**src/sv/csf_pkg.sv**
```systemverilog
`default_nettype none
// ----------------------------------------------------------------------------
// csf_pkg
// shared types and constants of the counting semaphore with wait queue
// ----------------------------------------------------------------------------
package csf_pkg;

  localparam int QUEUE_DEPTH    = 16;
  localparam int THREAD_ID_BITS = 8;
  localparam int PERMIT_BITS    = 16;

  localparam int PTR_BITS = $clog2(QUEUE_DEPTH);
  localparam int CNT_BITS = $clog2(QUEUE_DEPTH + 1);

  localparam logic [PERMIT_BITS-1:0] PERMIT_MAX   = '1;
  localparam logic [15:0]            PERMIT_RESET = 16'd1;

  // register word index on the config port
  localparam logic [0:0] REG_INITIAL_PERMITS = 1'b0;
  localparam logic [0:0] REG_FAIR_MODE       = 1'b1;

  typedef enum logic [1:0] {
    OP_ACQUIRE = 2'd0,
    OP_RELEASE = 2'd1,
    OP_POLL    = 2'd2,
    OP_NOP     = 2'd3
  } op_t;

  typedef enum logic [2:0] {
    ST_DONE    = 3'd0,
    ST_QUEUED  = 3'd1,
    ST_BLOCKED = 3'd2,
    ST_FULL    = 3'd3,
    ST_RETRY   = 3'd4
  } status_t;

  typedef enum logic [0:0] {
    S_IDLE = 1'b0,
    S_EXEC = 1'b1
  } state_t;

  typedef struct packed {
    logic load;
    logic commit;
  } csf_cmd_t;

  typedef struct packed {
    logic slot_free;
  } csf_stat_t;

endpackage : csf_pkg
`default_nettype wire

```
**src/sv/counting_semaphore_fifo.sv**
```systemverilog
`default_nettype none
// ----------------------------------------------------------------------------
// counting_semaphore_fifo
// counting semaphore with a wait queue and an optional fair holder queue
// ----------------------------------------------------------------------------
// Each request is registered in S_IDLE while the heads of the wait and holder
// queue memories are read, then decided and committed in S_EXEC; a result still
// waiting on m_tready delays the commit of the next request.
// A new request is taken while the previous result waits. The config port
// may be written only while no request is in flight.
module counting_semaphore_fifo (
  input  wire logic        clk,
  input  wire logic        rst,
  input  wire logic        s_tvalid,
  output logic             s_tready,
  input  wire logic [23:0] s_tdata,   // thread_id[7:0], permit_request[23:8]
  input  wire logic [1:0]  s_tuser,   // operation[1:0]
  output logic             m_tvalid,
  input  wire logic        m_tready,
  output logic [15:0]      m_tdata,   // available_permits[15:0]
  output logic [2:0]       m_tuser,   // status[2:0]
  input  wire logic        psel,
  input  wire logic        penable,
  input  wire logic        pwrite,
  input  wire logic [2:0]  paddr,
  input  wire logic [31:0] pwdata,
  output logic [31:0]      prdata,
  output logic             pready
);
  import csf_pkg::*;

  csf_cmd_t    cmd;
  csf_stat_t   stat;
  status_t     out_status;
  logic [15:0] initial_permits;
  logic        fair_mode;
  logic        wr_en;
  logic        init_load;

  assign pready = 1'b1;
  assign wr_en  = psel && penable && pwrite && pready;
  assign init_load = wr_en && (paddr[2] == REG_INITIAL_PERMITS);

  always_ff @(posedge clk) begin
    if (rst) begin
      initial_permits <= PERMIT_RESET;
      fair_mode       <= 1'b0;
    end else if (wr_en) begin
      unique case (paddr[2])
        REG_INITIAL_PERMITS: initial_permits <= pwdata[15:0];
        REG_FAIR_MODE:       fair_mode       <= pwdata[0];
        default: ;
      endcase
    end
  end

  always_comb begin
    unique case (paddr[2])
      REG_INITIAL_PERMITS: prdata = {16'd0, initial_permits};
      REG_FAIR_MODE:       prdata = {31'd0, fair_mode};
      default:             prdata = '0;
    endcase
  end

  csf_ctrl u_ctrl (
    .clk      (clk),
    .rst      (rst),
    .s_tvalid (s_tvalid),
    .s_tready (s_tready),
    .stat     (stat),
    .cmd      (cmd)
  );

  csf_dp u_dp (
    .clk               (clk),
    .rst               (rst),
    .cmd               (cmd),
    .stat              (stat),
    .in_operation      (s_tuser),
    .in_thread_id      (s_tdata[7:0]),
    .in_permit_request (s_tdata[23:8]),
    .fair_mode         (fair_mode),
    .init_load         (init_load),
    .init_permits      (pwdata[15:0]),
    .out_valid         (m_tvalid),
    .out_ready         (m_tready),
    .out_status        (out_status),
    .out_permits       (m_tdata)
  );

  assign m_tuser = out_status;

endmodule : counting_semaphore_fifo
`default_nettype wire

```
**src/sv/csf_ctrl.sv**
```systemverilog
`default_nettype none
// ----------------------------------------------------------------------------
// csf_ctrl
// request sequencer: takes a request, then commits it once the result slot is free
// ----------------------------------------------------------------------------
module csf_ctrl (
  input  wire logic              clk,
  input  wire logic              rst,
  input  wire logic              s_tvalid,
  output logic                   s_tready,
  input  wire csf_pkg::csf_stat_t stat,
  output csf_pkg::csf_cmd_t      cmd
);
  import csf_pkg::*;

  state_t state;
  state_t state_next;

  always_ff @(posedge clk) begin
    if (rst) begin
      state <= S_IDLE;
    end else begin
      state <= state_next;
    end
  end

  always_comb begin
    state_next = state;
    unique case (state)
      S_IDLE: begin
        if (s_tvalid) state_next = S_EXEC;
      end
      S_EXEC: begin
        if (stat.slot_free) state_next = S_IDLE;
      end
      default: state_next = S_IDLE;
    endcase
  end

  always_comb begin
    s_tready   = 1'b0;
    cmd.load   = 1'b0;
    cmd.commit = 1'b0;
    unique case (state)
      S_IDLE: begin
        s_tready = 1'b1;
        cmd.load = s_tvalid;
      end
      S_EXEC: begin
        cmd.commit = stat.slot_free;
      end
      default: ;
    endcase
  end

endmodule : csf_ctrl
`default_nettype wire

```
**src/sv/csf_dp.sv**
```systemverilog
`default_nettype none
// ----------------------------------------------------------------------------
// csf_dp
// permit counter, wait and holder queues, request decision and result register
// ----------------------------------------------------------------------------
module csf_dp (
  input  wire logic                  clk,
  input  wire logic                  rst,
  input  wire csf_pkg::csf_cmd_t     cmd,
  output csf_pkg::csf_stat_t         stat,
  input  wire logic [1:0]            in_operation,
  input  wire logic [7:0]            in_thread_id,
  input  wire logic [15:0]           in_permit_request,
  input  wire logic                  fair_mode,
  input  wire logic                  init_load,
  input  wire logic [15:0]           init_permits,
  output logic                       out_valid,
  input  wire logic                  out_ready,
  output csf_pkg::status_t           out_status,
  output logic [15:0]                out_permits
);
  import csf_pkg::*;

  localparam int WENT_BITS = THREAD_ID_BITS + PERMIT_BITS;

  // latched request
  op_t                       op;
  logic [THREAD_ID_BITS-1:0] tid;
  logic [PERMIT_BITS-1:0]    req;

  logic [PERMIT_BITS-1:0] permit_count;
  logic [PERMIT_BITS-1:0] permit_next;

  // wait queue: {tid, count}
  logic [WENT_BITS-1:0] wait_mem [QUEUE_DEPTH];
  logic [WENT_BITS-1:0] wait_rd;
  logic [PTR_BITS-1:0]  wait_head;
  logic [PTR_BITS-1:0]  wait_tail;
  logic [CNT_BITS-1:0]  wait_cnt;

  // holder queue: tid only
  logic [THREAD_ID_BITS-1:0] hold_mem [QUEUE_DEPTH];
  logic [THREAD_ID_BITS-1:0] hold_rd;
  logic [PTR_BITS-1:0]       hold_head;
  logic [PTR_BITS-1:0]       hold_tail;
  logic [CNT_BITS-1:0]       hold_cnt;

  logic                      wait_push;
  logic                      wait_pop;
  logic                      hold_push;
  logic                      hold_pop;
  status_t                   status_next;

  logic                      wait_empty;
  logic                      wait_full;
  logic                      hold_full;
  logic [THREAD_ID_BITS-1:0] head_tid;
  logic [PERMIT_BITS-1:0]    head_need;
  logic [PERMIT_BITS:0]      rel_sum;

  function automatic logic [PTR_BITS-1:0] ptr_inc(input logic [PTR_BITS-1:0] p);
    if (p == PTR_BITS'(QUEUE_DEPTH - 1)) return '0;
    else return p + PTR_BITS'(1);
  endfunction

  assign stat.slot_free = !out_valid || out_ready;

  always_ff @(posedge clk) begin
    if (cmd.load) begin
      op  <= op_t'(in_operation);
      tid <= in_thread_id[THREAD_ID_BITS-1:0];
      req <= in_permit_request[PERMIT_BITS-1:0];
    end
  end

  assign wait_empty = (wait_cnt == '0);
  assign wait_full  = (wait_cnt == CNT_BITS'(QUEUE_DEPTH));
  assign hold_full  = (hold_cnt == CNT_BITS'(QUEUE_DEPTH));
  assign head_tid   = wait_rd[WENT_BITS-1:PERMIT_BITS];
  assign head_need  = wait_rd[PERMIT_BITS-1:0];
  assign rel_sum    = {1'b0, permit_count} + {1'b0, req};

  always_comb begin
    wait_push   = 1'b0;
    wait_pop    = 1'b0;
    hold_push   = 1'b0;
    hold_pop    = 1'b0;
    permit_next = permit_count;
    status_next = ST_DONE;
    unique case (op)
      OP_ACQUIRE: begin
        if (wait_empty && (req <= permit_count)) begin
          if (fair_mode && hold_full) begin
            status_next = ST_FULL;
          end else begin
            hold_push   = fair_mode;
            permit_next = permit_count - req;
          end
        end else if (wait_full) begin
          status_next = ST_FULL;
        end else begin
          wait_push   = 1'b1;
          status_next = ST_QUEUED;
        end
      end
      OP_RELEASE: begin
        if (fair_mode && ((hold_cnt == '0) || (hold_rd != tid))) begin
          status_next = ST_RETRY;
        end else begin
          hold_pop    = fair_mode;
          permit_next = rel_sum[PERMIT_BITS] ? PERMIT_MAX : rel_sum[PERMIT_BITS-1:0];
        end
      end
      OP_POLL: begin
        if (wait_empty || (head_tid != tid) || (head_need > permit_count)) begin
          status_next = ST_BLOCKED;
        end else if (fair_mode && hold_full) begin
          status_next = ST_FULL;
        end else begin
          wait_pop    = 1'b1;
          hold_push   = fair_mode;
          permit_next = permit_count - head_need;
        end
      end
      OP_NOP: ;
      default: ;
    endcase
  end

  // queue memories, head read registered every cycle
  always_ff @(posedge clk) begin
    if (cmd.commit && wait_push) wait_mem[wait_tail] <= {tid, req};
    wait_rd <= wait_mem[wait_head];
  end

  always_ff @(posedge clk) begin
    if (cmd.commit && hold_push) hold_mem[hold_tail] <= tid;
    hold_rd <= hold_mem[hold_head];
  end

  always_ff @(posedge clk) begin
    if (rst) begin
      wait_head <= '0;
      wait_tail <= '0;
      wait_cnt  <= '0;
      hold_head <= '0;
      hold_tail <= '0;
      hold_cnt  <= '0;
    end else if (cmd.commit) begin
      if (wait_push) begin
        wait_tail <= ptr_inc(wait_tail);
        wait_cnt  <= wait_cnt + CNT_BITS'(1);
      end
      if (wait_pop) begin
        wait_head <= ptr_inc(wait_head);
        wait_cnt  <= wait_cnt - CNT_BITS'(1);
      end
      if (hold_push) begin
        hold_tail <= ptr_inc(hold_tail);
        hold_cnt  <= hold_cnt + CNT_BITS'(1);
      end
      if (hold_pop) begin
        hold_head <= ptr_inc(hold_head);
        hold_cnt  <= hold_cnt - CNT_BITS'(1);
      end
    end
  end

  always_ff @(posedge clk) begin
    if (rst) begin
      permit_count <= PERMIT_RESET[PERMIT_BITS-1:0];
    end else if (init_load) begin
      permit_count <= init_permits[PERMIT_BITS-1:0];
    end else if (cmd.commit) begin
      permit_count <= permit_next;
    end
  end

  // result register
  always_ff @(posedge clk) begin
    if (rst) begin
      out_valid <= 1'b0;
    end else if (cmd.commit) begin
      out_valid <= 1'b1;
    end else if (out_ready) begin
      out_valid <= 1'b0;
    end
  end

  always_ff @(posedge clk) begin
    if (cmd.commit) begin
      out_status  <= status_next;
      out_permits <= 16'(permit_next);
    end
  end

endmodule : csf_dp
`default_nettype wire
```
**config.mk**
```make
export PLATFORM = sky130hd
export DESIGN_NAME = counting_semaphore_fifo
export DESIGN_NICKNAME = d
export VERILOG_FILES = /design/src/sv/csf_pkg.sv /design/src/sv/counting_semaphore_fifo.sv /design/src/sv/csf_ctrl.sv /design/src/sv/csf_dp.sv
export SDC_FILE = /design/constraint.sdc
export NUM_CORES = 1
export LEC_CHECK = 0
export ABC_CLOCK_PERIOD_IN_PS = 9600
export BUFFER_PORTS_ARGS = -buffer_cell sky130_fd_sc_hd__buf_2
export CAP_MARGIN = 20
export CORE_MARGIN = 2
export CORE_UTILIZATION = 50
export DETAILED_ROUTE_END_ITERATION = 12
export PLACE_DENSITY = 0.67
export SLEW_MARGIN = 20
export SYNTH_ARGS = -nofsm -noshare
export SYNTH_HDL_FRONTEND = slang
export SYNTH_SLANG_ARGS = --single-unit
export TNS_END_PERCENT = 100
```
**constraint.sdc**
```tcl
create_clock -name clk -period 9.6 [get_ports clk]
set_clock_uncertainty 0.2 [all_clocks]
set_input_delay 0 -clock clk [delete_from_list [all_inputs] [get_ports clk]]
set_output_delay 0 -clock clk [all_outputs]
set_load 0.02 [all_outputs]
```
# Word level (Yosys, flattened, before mapping)
# Memory sizes are Yosys's and may differ from the RTL's. A register that Yosys moved wholly into a read port is not among the register bits.
# Index checks and enable logic that the tools add are counted.
[classes] n_addsub=11 n_lt_le_gt_ge=2 n_eq_ne=10 mux=48 bitwise_logic=2 reduce_logical=28
[op_table] operator="2-to-1 mux 16 bit" n=8
[op_table] operator="case mux 32 bit (2 select lines)" n=1
[op_table] operator="case mux 16 bit (3 select lines)" n=1
[op_table] operator="subtractor 16 bit" n=2
[op_table] operator="2-to-1 mux 1 bit" n=22
[op_table] operator="2-to-1 mux 5 bit" n=4
[op_table] operator="adder 16 x 16 -> 17 bit" n=1
[op_table] operator="adder 4 x 1 -> 4 bit, second input constant" n=4
[op_table] operator="equality test 4 bit, second input constant" n=4
[op_table] operator="> comparator 16 bit" n=1
[op_table] operator="<= comparator 16 bit" n=1
[op_table] operator="2-to-1 mux 4 bit" n=4
[op_table] operator="inequality test 8 bit" n=2
[op_table] operator="AND reduction 2 bit" n=8
[op_table] operator="adder 5 x 1 -> 5 bit, second input constant" n=2
[op_table] operator="equality test 5 bit, second input constant" n=2
[op_table] operator="zero test 5 bit" n=2
[op_table] operator="subtractor 5 x 1 -> 5 bit, second input constant" n=2
[op_table] operator="2-to-1 mux 3 bit" n=3
[op_table] operator="case mux 3 bit (3 select lines)" n=1
[op_table] operator="logical AND 1 bit" n=8
[op_table] operator="nonzero test 2 bit" n=4
[op_table] operator="logical OR 1 bit" n=4
[op_table] operator="2-to-1 mux 2 bit" n=2
[op_table] operator="6 further kinds" n=8
[totals] regBits=106 ram_bits=512 in_bits=68 output_inout_bits=54 mem_count=2
[mem_list] memory="u_dp.wait_mem" words=16 word_bits=24 rd=1 rd_clocked_by_memory_dff=1 write_ports=1 line_no="csf_dp.sv:35" text="logic [WENT_BITS-1:0] wait_mem [QUEUE_DEPTH];"
[mem_list] memory="u_dp.hold_mem" words=16 word_bits=8 rd=1 rd_clocked_by_memory_dff=1 write_ports=1 line_no="csf_dp.sv:42" text="logic [THREAD_ID_BITS-1:0] hold_mem [QUEUE_DEPTH];"

# Logic depth before layout (Yosys ltp)
# Gate-level depths: netlist (run 1).
[logic_depth] ltp_word=8 mapped_depth=16 mapped_depth_nobuf=15

# Hierarchy
# From an unflattened synthesis (run 1), not the netlist that was laid out.
[unflattened] hier_cells=1681 hier_area_um2=27791.7
[modules_own_cells] module="csf_dp" n_inst=1 cells_per_inst=1564 area_per_inst_um2=26705.6
[modules_own_cells] module="counting_semaphore_fifo" n_inst=1 cells_per_inst=111 area_per_inst_um2=1033.5
[modules_own_cells] module="csf_ctrl" n_inst=1 cells_per_inst=6 area_per_inst_um2=52.6

# Worst setup path before layout (run 1)
# Ideal clock, no wire load.
[synth_path] path_type="register to register" start="register u_dp.req[0]" end="memory u_dp.wait_mem[3][0] (netlist bit), enable pin" setup_ns=0.435 arrival_time_ns=4.317 t_required_ns=8.965 path_slack_ns=4.648 stages_incl_launch_ff=12 period_less_slack_ns=4.952 path_cell_list="edfxtp_1 > ha_1 > inv_1 > fa_1 > a211oi_4 > nor2_2 > o2111a_1 > nor4_1 > o21a_1 > buf_2 > nand2_1 > nor3_1"
[synth_between] elab_chain_len=7
[synth_lines] element="from (decl)" line_no="csf_dp.sv:29" text="logic [PERMIT_BITS-1:0] req;"
[synth_lines] element="from (signal assigned)" line_no="csf_dp.sv:72" text="req <= in_permit_request[PERMIT_BITS-1:0];"
[synth_lines] element="<= comparator 16 bit" line_no="csf_dp.sv:92" text="if (wait_empty && (req <= permit_count)) begin"
[synth_lines] element="logical AND 1 bit" line_no="csf_dp.sv:92"
[synth_lines] element="2-to-1 mux 1 bit" line_no="csf_dp.sv:92"
[synth_lines] element="2-to-1 mux 1 bit" line_no="csf_dp.sv:90" text="unique case (op)"
[synth_lines] element="logical AND 1 bit" line_no="csf_dp.sv:132" text="if (cmd.commit && wait_push) wait_mem[wait_tail] <= {tid, req};"
[synth_lines] element="2-to-1 mux 1 bit" line_no="csf_dp.sv:132"
[synth_lines] element="2-to-1 mux 1 bit (implied by the code)" line_no="csf_dp.sv:132"
[synth_lines] element="to (decl)" line_no="csf_dp.sv:35"
# No other way between the ends.

# Worst setup path in the final report (run 1)
[layout_path] start="register u_dp.req[0]" end="memory u_dp.wait_mem[6][9] (netlist bit), enable pin"
# The elaborated chain is that of the path after synthesis.

==> impl_results.md, run 1 <==
* Cell depth of the worst setup path at 10
* Maximum Capacitance Violations at 0
* Yosys cell types at 91
* Crit end category: register
* Crit path cell chain: ha_1 > inv_1 > fa_1 > a211oi_4 > nor2_2 > o2111a_1 > nor4_1 > o21a_1 > nand2_1 > nor2_4
* Core area at 55200 µm²
* Seq cells post-synth at 650
* Die area at 57800 µm²
* Critical path data required time at 9620 ps
* All-layer global routing usage at 23.4%
* Leakage Power at 10.9 nW
* Slowest stage delay, CP at 900 ps
* Post-CTS setup buffer count at 0
* Largest net degree at the start of global routing at 73
* Yosys top cell by area: edfxtp_1
* Clock Sinks at 650
* Clk_lat worst skew at 620 ps
* Fin crit period at 4830 ps
* Status: completed
* Post-synth EDFFs at 557
* CTS resizes at 0
* Die Width at 240 µm
* N_diodes at 0
* Tightest Pin Transition at 1090 ps
* Total CTS buffers at 67
* Routed Antenna Nets at 0
* Clk slew on worst S/H paths at 60 ps
* Maximum VDD drop at 0.000105 V
* WS Path Type: register to register
* DRT Wirelength at 66.0 mm
* 1st-iter DRT viols at 1408
* # DRC at 0
* Post-DP HPWL at 41.0 mm
* Worst Path Buf+Inv at 1
* WP data arrival at 4850 ps
* Hold Crit Class: primary input to register
* Design Power at 6.03 mW
* Final setup fails at 0
* CTS Buffer Depth at 3
* Initial Utilization at 50.6%
* Primary FF master, synth: edfxtp_1
* Critical path launch point type: register
* Final Hold Fails at 0
* Worst setup endpoint: u_dp.wait_mem[6][9]$_DFFE_PP_
* Io pins at 122
* Sequential cell area fraction in the yosys report at 66.5%
* Unrepaired setup endpoints after global routing: false
* Synth warnings at 0
* Top-area cell type share of the netlist area at 59.8%
* Multi-input gate area at 8800 µm²
* Crit Path Max Fanout at 24
* CP delay by family, top: simple AND/OR/NAND/NOR gates
* Global placement routability congestion at 0.906
* Root buf cell: clkbuf_16
* Initial antenna violation count at 0
* CTS tree: done
* Fin. max-slew vios at 0
* Fillers at 4082
* Wirelength per Cell at 24.4 µm
* Power per Cell Area at 187 nW/µm²
* Area Overhead vs Synth at 15.6%
* Pre-Repair DR Iteration Count at 5
* Area contributors post-synth: edfxtp_1 60%, mux4_2 13%, dfxtp_1 6.7%
* End of the worst register-to-register path: u_dp.wait_mem[6][9]$_DFFE_PP_
* FF-to-FF setup slack at 4770 ps
* Post-Syn Area at 28000 µm²
* Final net count at 2044
* Die Ht at 240 µm
* IO buf count at 86
* Reg-to-Reg Start: u_dp.req[0]$_DFFE_PP_
* Vias per inst at 5.93
* Ys async rst share at 0%
* Via Count at 16037
* Reg area at 18600 µm²
* Total congestion overflow at 0
* Cts hold-fix bufs at 90
* R2R cell count at 10
* H-tree depth at 3
* Tcrit/Tclk final at 50.3%
* CP max-delay cell: nor2_4
* First-pass GRT wire length at 98.8 mm
* Std-Cell Rows at 86
* Total negative slack at 0 ps
* Fmax at 207 MHz
* Synth Area per Inst at 16.3 µm²
* Slew margin rel. at 27.1%
* Number of global-route vias before repair at 15895
* Worst setup path startpoint: u_dp.req[0]$_DFFE_PP_
* Layout cells sized above 1 at 22.3%
* Mapped Cells at 1713
[cells by family (layout without fill, tap and decap cells)]
logic type / Yosys count / count (layout) / share of synthesized area, %
adders and majority gates: 69 / 69 / 3.22
AOI/OAI and AO/OA: 273 / 273 / 7.00
xor gates and xnor gates: 44 / 44 / 1.38
other: 2 / 17 / 0.0269
muxes: 172 / 172 / 13.3
buffers and inverters: 170 / 400 / 2.61
and+or+nand+nor: 333 / 333 / 5.93
DFF: 650 / 650 / 66.5
[worst min path at each step]
stage	to	slack, ps	depth (start not counted)	from
after floorplan	u_dp.op[0]$_DFFE_PP_	-100	0	s_tuser[0]
after global placement	u_dp.tid[3]$_DFFE_PP_	-20	1	s_tdata[3]
after detailed placement	u_dp.req[14]$_DFFE_PP_	-20	1	s_tdata[22]
after CTS	u_dp.out_valid$_SDFFE_PP0P_	1	4	m_tready
after global routing	u_dp.permit_count[4]$_SDFFE_PP0P_	60	4	pwdata[4]
final	u_ctrl.state$_SDFF_PP0_	30	4	s_tvalid
[Yosys cell counts, types with 10 or more instances]
cell type,number
ha_1,64
a211oi_1,17
buf_2,14
nand2_1,82
clkbuf_1,49
nand3_1,10
xor2_1,26
mux4_2,160
nor3_1,29
inv_1,66
xnor2_1,18
buf_4,18
dfxtp_1,93
buf_1,20
nand2b_1,23
o21ai_0,37
a21oi_1,69
a21o_1,21
nor2b_1,26
a31oi_1,10
mux2i_1,10
edfxtp_1,557
nor2_1,96
[worst min-delay path, cell delays in order]
cell and delay [ps]:
dlygate4sd3_1 520, buf_2 110, nor2_1 40, nor3_1 110
[flip-flops by register name (all words and copies together), names as in the netlist, 2 cells and up]
register	cells
initial_permits	16
u_dp.hold_cnt	5
u_dp.hold_head	4
u_dp.hold_mem	128
u_dp.hold_rd	8
u_dp.hold_tail	4
u_dp.op	2
u_dp.out_permits	16
u_dp.out_status	3
u_dp.permit_count	16
u_dp.req	16
u_dp.tid	8
u_dp.wait_cnt	5
u_dp.wait_head	4
u_dp.wait_mem	384
u_dp.wait_rd	24
u_dp.wait_tail	4
[layout by cell type, fill, tap and decap left out, types with 23 or more instances in the layout]
| cell | instances |
|---|---|
| ha_1 | 64 |
| buf_2 | 86 |
| buf_4 | 35 |
| o21ai_0 | 37 |
| xor2_1 | 26 |
| mux4_2 | 160 |
| nand2b_1 | 23 |
| dlygate4sd3_1 | 90 |
| nor2_1 | 84 |
| a21oi_1 | 69 |
| nand2_1 | 82 |
| clkbuf_16 | 67 |
| nor2b_1 | 25 |
| edfxtp_1 | 557 |
| dfxtp_1 | 89 |
| inv_1 | 66 |
[report_power, final]
part | switching, mW | internal (mW)
clock | 1.09 | 1.41
sequential | 0.0432 | 3.10
combinational | 0.239 | 0.148
total | 1.37 | 4.66
[layout make-up]
class	count	area share (%)
repair buffers	212	5.02
clock inverters	31	1.01
clock buffers	89	5.52
inverters	68	0.790
flip-flops and latches	650	57.5
well taps	748	2.90
multi-input cells	908	27.2
[per-layer routing]
| metal | global-route usage, % | share of wire (%) | vias to the layer above |
|---|---|---|---|
| met3 | 3.67 | 6.2 | 89 |
| met4 | 7.23 | 2.2 | 0 |
| met1 | 32.9 | 43 | 8241 |
| met5 | 0 | 0 | - |
| li1 | - | - | 7113 |
| met2 | 37.8 | 48 | 594 |
[per-stage QoR]
stage | hold slack, ps | worst slack, ps | util [%] | cells | instance area, µm²
floorplan | -101 | 4650 | - | 1728 | 28000
global placement | -23.2 | 4820 | 53.0 | 2495 | 29300
detailed placement | -21.9 | 4680 | 53.1 | 2495 | 29300
CTS | 1.23 | 4680 | 58.5 | 2705 | 32300
global route | 58.5 | 4470 | 58.6 | 2706 | 32300
finish | 25.7 | 4770 | 58.6 | 2706 | 32300
Note: power is estimated with default switching activity, not from simulation.
==> run 2, diff against run 1 <==
--- a/config.mk
+++ b/config.mk
@@ -5,13 +5,13 @@
 export SDC_FILE = /design/constraint.sdc
 export NUM_CORES = 1
 export LEC_CHECK = 0
-export ABC_CLOCK_PERIOD_IN_PS = 9600
+export ABC_CLOCK_PERIOD_IN_PS = 4100
 export BUFFER_PORTS_ARGS = -buffer_cell sky130_fd_sc_hd__buf_2
 export CAP_MARGIN = 20
 export CORE_MARGIN = 2
 export CORE_UTILIZATION = 50
 export DETAILED_ROUTE_END_ITERATION = 12
-export PLACE_DENSITY = 0.67
+export PLACE_DENSITY = 0.69
 export SLEW_MARGIN = 20
 export SYNTH_ARGS = -nofsm -noshare
 export SYNTH_HDL_FRONTEND = slang
==> constraint.sdc (replaced) <==
create_clock -name clk -period 4.1 [get_ports clk]
set_clock_uncertainty 0.2 [all_clocks]
set_input_delay 0 -clock clk [delete_from_list [all_inputs] [get_ports clk]]
set_output_delay 0 -clock clk [all_outputs]
set_load 0.02 [all_outputs]
==> run 2 against run 1 <==
  * Fmax grew 24%
  * Combinational power grew to 2.6 times the previous value
  * Via count grew 3.2%
  * Sequential power grew 130%
  * Critical endpoint is now u_dp.out_permits[14]$_DFFE_PP_
  * Global-route usage grew 2.1 points
  * Highest routed layer unchanged
  * Sequential share of layout area shrank 1.7 points
==> impl_results.md, run 2 (synthesis gave the netlist of run 1 again) <==
* Number of global-route vias before repair at 16870 (+6.1%)
* Total congestion overflow at 0 (unchanged)
* CTS Buffer Depth at 3 (unchanged)
* WS Path Type: register to register
* Global placement routability congestion at 0.933 (+3.0%)
* First-pass GRT wire length at 107 mm (+7.8%)
* Die area at 57800 µm² (unchanged)
* Biggest regs: u_dp.wait_mem x384, u_dp.hold_mem x128, u_dp.wait_rd x24
* Vias per inst at 5.91 (-0.35%)
* Std-Cell Rows at 86 (unchanged)
* All-layer global routing usage at 25.4% (+2.1 points)
* Fin. max-slew vios at 0 (unchanged)
* Slowest stage delay, CP at 410 ps (-490 ps)
* Critical path launch point type: register
* Layout cells sized above 1 at 26.0% (+3.8 points)
* Fin crit period at 3880 ps (-950 ps)
* Die Width at 240 µm (unchanged)
* H-tree depth at 3 (unchanged)
* Crit end category: register
* Clock Sinks at 650 (unchanged)
* Final setup fails at 0 (unchanged)
* Routed Antenna Nets at 0 (unchanged)
* Crit Path Max Fanout at 17 (-29%)
* Tightest Pin Transition at 946 ps (-144 ps)
* 1st-iter DRT viols at 1405 (-0.21%)
* Number of flip-flops in the largest register at 384 (unchanged)
* N_diodes at 0 (unchanged)
* WP data arrival at 4020 ps (-830 ps)
* Core area at 55200 µm² (unchanged)
* Unrepaired setup endpoints after global routing: false
* Area Overhead vs Synth at 19.1%
* Critical path data required time at 4240 ps (-5380 ps)
* Most frequent cells in the layout: 557 x edfxtp_1, 160 x mux4_2, 114 x buf_4, 91 x dlygate4sd3_1, 89 x dfxtp_1
* CP max-delay cell: fa_1
* # DRC at 0 (unchanged)
* Via Count at 16554 (+3.2%)
* Maximum Capacitance Violations at 0 (unchanged)
* Post-route cell area at 33300 µm² (+3.0%)
* Wirelength per Cell at 25.5 µm (+4.6%)
* Clk_lat worst skew at 620 ps (about the same)
* Fmax at 258 MHz (+24%)
* Final Hold Fails at 0 (unchanged)
* Initial Utilization at 50.6% (unchanged)
* Leakage Power at 11.5 nW (+5.0%)
* Worst Path Buf+Inv at 1 (unchanged)
* IO buf count at 86 (unchanged)
* Final net count at 2136 (+4.5%)
* Dpl ws at 10.0 ps (-4670 ps)
* Pre-Repair DR Iteration Count at 5 (unchanged)
* Power per Cell Area at 437 nW/µm² (+130%)
* Initial antenna violation count at 3 (+3)
* Placement Cell Area at 30100 µm² (+2.7%)
* Design Power at 14.6 mW (+140%)
* Final WS setup at 221 ps (-4550 ps)
* Most common cell after layout, fill and taps aside: edfxtp_1
* Die Ht at 240 µm (unchanged)
* Hold Crit Class: primary input to register
* Tcrit/Tclk final at 94.6% (+44 points)
* DRT Wirelength at 71.5 mm (+8.3%)
* CTS tree: done
* Slew margin rel. at 36.9% (+9.8 points)
* Largest net degree at the start of global routing at 52 (-29%)
* Biggest register: u_dp.wait_mem
* Maximum VDD drop at 0.000241 V (+130%)
* Clk slew on worst S/H paths at 60 ps (about the same)
* Status: completed
* Fillers at 3987 (-2.3%)
* Crit path cell chain: buf_4 > ha_1 > fa_1 > nor2b_1 > o221ai_1 > a21oi_1 > o41ai_1 > xnor2_1 > o311a_1 > nor3_1 > a32oi_1
* Io pins at 122 (unchanged)
* Post-DP HPWL at 47.2 mm (+15%)
* Total CTS buffers at 68 (+1.5%)
* Root buf cell: clkbuf_16
* CP delay by family, top: compound AO/OA/AOI/OAI gates
==> run 2: cell count changes in the layout (fill, tap and decap cells not counted), moves of 4 or more <==
cell	previous run	this run
buf_4	35	114
nor3_1	21	25
nor3_2	10	2
buf_12	0	12
clkbuf_8	2	8
nor3_4	0	4
clkbuf_1	19	13
==> run 2: path summary, 6_finish.rpt <==
| path | start | to | slack [ps] | depth (start not counted) |
|---|---|---|---|---|
| setup / recovery | u_dp.req[0]$_DFFE_PP_ | u_dp.out_permits[14]$_DFFE_PP_ | 220 | 11 |
| hold / removal | pwdata[4] | u_dp.permit_count[4]$_SDFFE_PP0P_ | 50 | 4 |
| setup reg to reg | u_dp.req[0]$_DFFE_PP_ | u_dp.out_permits[14]$_DFFE_PP_ | 220 | 11 |
| hold reg to reg | initial_permits[13]$_SDFFE_PP0P_ | initial_permits[13]$_SDFFE_PP0P_ | 250 | 2 |
==> run 2: routing by layer <==
metal  part of all wire [%]  up-vias  GRT usage, %
li1                       -     7300             -
met1                     42     8514          34.4
met2                     49      630          41.7
met3                    6.7      110          4.81
met4                    2.8        0          8.45
met5                      0        -             0
==> run 2: repair_timing <==
action / in CTS / in global routing
endpoints found under the setup margin: 41 / 54
hold endpoints to repair: 90 / 0
resized for setup: 1 / 1
buffers inserted: 0 / 4
hold buffers: 91 / 0
==> run 2: area by class of cell <==
class                   count  area, µm²  share of cell area (%)
flip-flops and latches    650      18600                    55.8
inverters                  68        255                   0.766
repair buffers            303       2440                    7.32
multi-input cells         908       8800                    26.4
clock inverters            37        412                    1.24
well taps                 748        936                    2.81
clock buffers              89       1860                    5.59
==> run 2: metrics by stage <==
| step | hold WS [ps] | TNS (ps) | utilization, % | instances |
|---|---|---|---|---|
| 2_1_floorplan | -101 | -40670 | - | 1728 |
| 3_3_place_gp | -21.3 | 0 | 54.5 | 2582 |
| 3_5_place_dp | -21.9 | 0 | 54.5 | 2582 |
| 4_1_cts | 24.3 | 0 | 60.3 | 2799 |
| 5_1_grt | 52.8 | 0 | 60.3 | 2803 |
| 6_report | 53.0 | 0 | 60.3 | 2803 |
==> run 2: report_power, final <==
group	internal [mW]	switching (mW)	leakage (nW)
Clock	3.63	2.58	1.11
Combinational	0.384	0.630	4.58
Sequential	7.26	0.0714	5.80
Total	11.3	3.29	11.5
==> run 2: worst reg2reg max path, delay by kind of cell (launching register included) <==
kind / cells / cell delay, ps
adders and majority gates: 2 / 630
buffers and inverters: 1 / 210
xor gates and xnor gates: 1 / 250
and+or+nand+nor: 2 / 440
DFF: 1 / 380
AOI/OAI and AO/OA: 5 / 1500
==> run 3, diff against run 2 <==
--- a/config.mk
+++ b/config.mk
@@ -6,7 +6,7 @@
 export NUM_CORES = 1
 export LEC_CHECK = 0
 export ABC_CLOCK_PERIOD_IN_PS = 4100
-export BUFFER_PORTS_ARGS = -buffer_cell sky130_fd_sc_hd__buf_2
+export BUFFER_PORTS_ARGS = -buffer_cell sky130_fd_sc_hd__buf_4
 export CAP_MARGIN = 20
 export CORE_MARGIN = 2
 export CORE_UTILIZATION = 50
==> run 3 against run 2 <==
  * Critical path depth increased by 2
  * Hold slack improved by 1.5 ps
  * First-iteration DRC count increased by 2.6%
  * Power shrank 0.13%
  * Die area stayed put
  * Via count rose by 0.22%
  * Fmax is 1.5% lower
  * Sequential power is essentially flat
  * Final cell count down 0.21%
  * Non-clock buffer count down 7
  * Clock-buffer cell count down 8
  * Setup slack lost 60 ps
==> impl_results.md, run 3 (synthesis gave the netlist of run 1 again) <==
* Die Width at 240 µm (unchanged)
* Tcrit/Tclk final at 96.1% (+1.5 points)
* WP data arrival at 4270 ps (+250 ps)
* Fin. max-slew vios at 0 (unchanged)
* Number of flip-flops in the largest register at 384 (unchanged)
* Most common cell after layout, fill and taps aside: edfxtp_1
* Worst setup path startpoint: u_dp.permit_count[0]$_SDFFE_PP1P_
* Largest net degree at the start of global routing at 73 (+40%)
* CTS tree: done
* Pre-Repair DR Iteration Count at 5 (unchanged)
* Io pins at 122 (unchanged)
* Post-DP HPWL at 45.5 mm (-3.7%)
* WS Path Type: register to register
* CTS Buffer Depth at 3 (unchanged)
* Leakage Power at 11.5 nW (+0.22%)
* Number of global-route vias before repair at 16678 (-1.1%)
* Slew margin rel. at 30.0% (-6.9 points)
* Via Count at 16591 (+0.22%)
* Final setup fails at 0 (unchanged)
* Root buf cell: clkbuf_16
* Area Overhead vs Synth at 19.8%
* Hold path start: m_tready
* Biggest register: u_dp.wait_mem
* Initial antenna violation count at 0 (-3)
* Unrepaired setup endpoints after global routing: false
* Layout cells sized above 1 at 25.4% (-0.61 points)
* Clock share of power at 42.5% (-0.2 points)
* Reg area at 18600 µm² (unchanged)
* Final net count at 2130 (-0.28%)
* Status: completed
* Crit Path Max Fanout at 14 (-3)
* Final Hold Fails at 0 (unchanged)
* Critical path launch point type: register
* Total CTS buffers at 69 (+1.5%)
* Initial Utilization at 50.6% (unchanged)
* Hold Crit Class: primary input to register
* Layout Cells excl Fill at 2797 (-0.21%)
* CP max-delay cell: nor3_2
* Die Ht at 240 µm (unchanged)
* IO buf count at 86 (unchanged)
* Reg-to-Reg Start: u_dp.permit_count[0]$_SDFFE_PP1P_
* Worst Path Buf+Inv at 3 (+2)
* 1st-iter DRT viols at 1441 (+2.6%)
* Routed Antenna Nets at 0 (unchanged)
* Switching power total at 3.26 mW (-0.84%)
* Vias per inst at 5.93 (+0.44%)
* N_diodes at 0 (unchanged)
* Fillers at 4007 (+0.50%)
* CP delay by family, top: compound AO/OA/AOI/OAI gates
* Power per Cell Area at 434 nW/µm² (-0.66%)
* Die area at 57800 µm² (unchanged)
* Core Util, Final at 60.7% (+0.32 points)
* Fin crit period at 3940 ps (+60.4 ps)
* Internal Pwr Total at 11.3 mW (about the same)
* Most frequent CP cell: inv_1
* Critical path data required time at 4430 ps (+190 ps)
* # DRC at 0 (unchanged)
* Std-Cell Rows at 86 (unchanged)
* Core area at 55200 µm² (unchanged)
* Multi-input gate area at 8770 µm² (-0.36%)
* Clock Sinks at 650 (unchanged)
* Biggest regs: u_dp.wait_mem x384, u_dp.hold_mem x128, u_dp.wait_rd x24
* Tightest Pin Transition at 1050 ps (+102 ps)
* Crit path cell chain: inv_1 > ha_1 > inv_1 > fa_1 > a211oi_4 > nor2_2 > o2111a_1 > o31a_4 > nor3_2 > a221oi_1 > buf_4 > a311o_1 > o21ai_1
* Maximum VDD drop at 0.000246 V (+2.2%)
* Crit end category: register
* First-pass GRT wire length at 103 mm (-3.0%)
* H-tree depth at 3 (unchanged)
* Global placement routability congestion at 0.938 (+0.51%)
* Total congestion overflow at 0 (unchanged)
* Clk_lat worst skew at 620 ps (about the same)
* Sequential power share at 50.4% (about the same)
* Placed cells at 2569 (-0.50%)
* Comb power frac at 7.1% (about the same)
* Switching portion of total power at 22.4% (-0.16 points)
* Slowest stage delay, CP at 610 ps (+200 ps)
* DRT Wirelength at 69.4 mm (-3.0%)
* Most frequent cells in the layout: 557 x edfxtp_1, 190 x buf_4, 160 x mux4_2, 90 x dlygate4sd3_1, 89 x dfxtp_1
* Clk slew on worst S/H paths at 60 ps (about the same)
* Final WS setup at 160 ps (-60.4 ps)
* Fmax at 254 MHz (-1.5%)
* Wirelength per Cell at 24.8 µm (-2.8%)
* Maximum Capacitance Violations at 0 (unchanged)
* Dpl ws at 148 ps (+138 ps)
* All-layer global routing usage at 24.5% (-0.94 points)
-- run 3: worst register-to-register path: cells and delay by family (launching register included) --
family	cells	cell delay (ps)
buffers and inverters	3	330
adder cells (fa/ha/maj)	2	620
AND/OR/NAND/NOR	2	710
AO/OA/AOI/OAI	6	1660
flip-flops	1	350
-- run 3: layer usage --
metal | part of all wire (%) | track usage (%) | vias to the layer above | routed length (µm)
li1 | - | - | 7297 | -
met1 | 42 | 33.3 | 8510 | 28900
met2 | 48 | 39.5 | 668 | 33300
met3 | 7.6 | 5.05 | 116 | 5270
met4 | 2.7 | 8.49 | 0 | 1870
met5 | 0 | 0 | - | 0
-- run 3: path summary, 6_finish.rpt --
check | cells past startpoint | to | slack, ps
worst max-delay path | 13 | u_dp.permit_count[5]$_SDFFE_PP0P_ | 160
worst min-delay path | 4 | u_dp.out_valid$_SDFFE_PP0P_ | 50
worst max register to register | 13 | u_dp.permit_count[5]$_SDFFE_PP0P_ | 160
worst min register to register | 2 | initial_permits[1]$_SDFFE_PP0P_ | 250
-- run 3: power by group through the flow --
| stage | registers [mW] | clock network, mW | logic, mW |
|---|---|---|---|
| floorplan | 7.51 | 0 | 0.538 |
| global placement | 7.48 | 0 | 0.915 |
| detailed placement | 7.48 | 0 | 0.932 |
| CTS | 7.34 | 6.28 | 0.998 |
| global route | 7.33 | 6.57 | 1.12 |
| finish | 7.33 | 6.17 | 1.03 |
-- run 3: through the flow --
stage               power, mW  instance area [µm²]  setup TNS, ps  hold WS [ps]
finish                   14.5                33500              0          54.5
global route             15.0                33500              0          81.3
CTS                      14.6                33400              0          20.6
detailed placement       8.41                30200              0         -20.5
global placement         8.39                30200              0         -21.7
floorplan                8.05                28000         -40670          -101
-- run 3: layout make-up --
class                   instances  share of cell area, %
inverters                      68                  0.762
well taps                     748                   2.80
clock inverters                46                   1.43
repair buffers                296                   7.91
multi-input cells             908                   26.2
clock buffers                  81                   5.35
flip-flops and latches        650                   55.5
-- run 3: timing repair --
item,4_1_cts,5_1_grt
endpoints found under the setup margin,0,133
buffers inserted,0,11
hold buffers,90,0
resized for setup,0,1
hold endpoints to repair,98,0
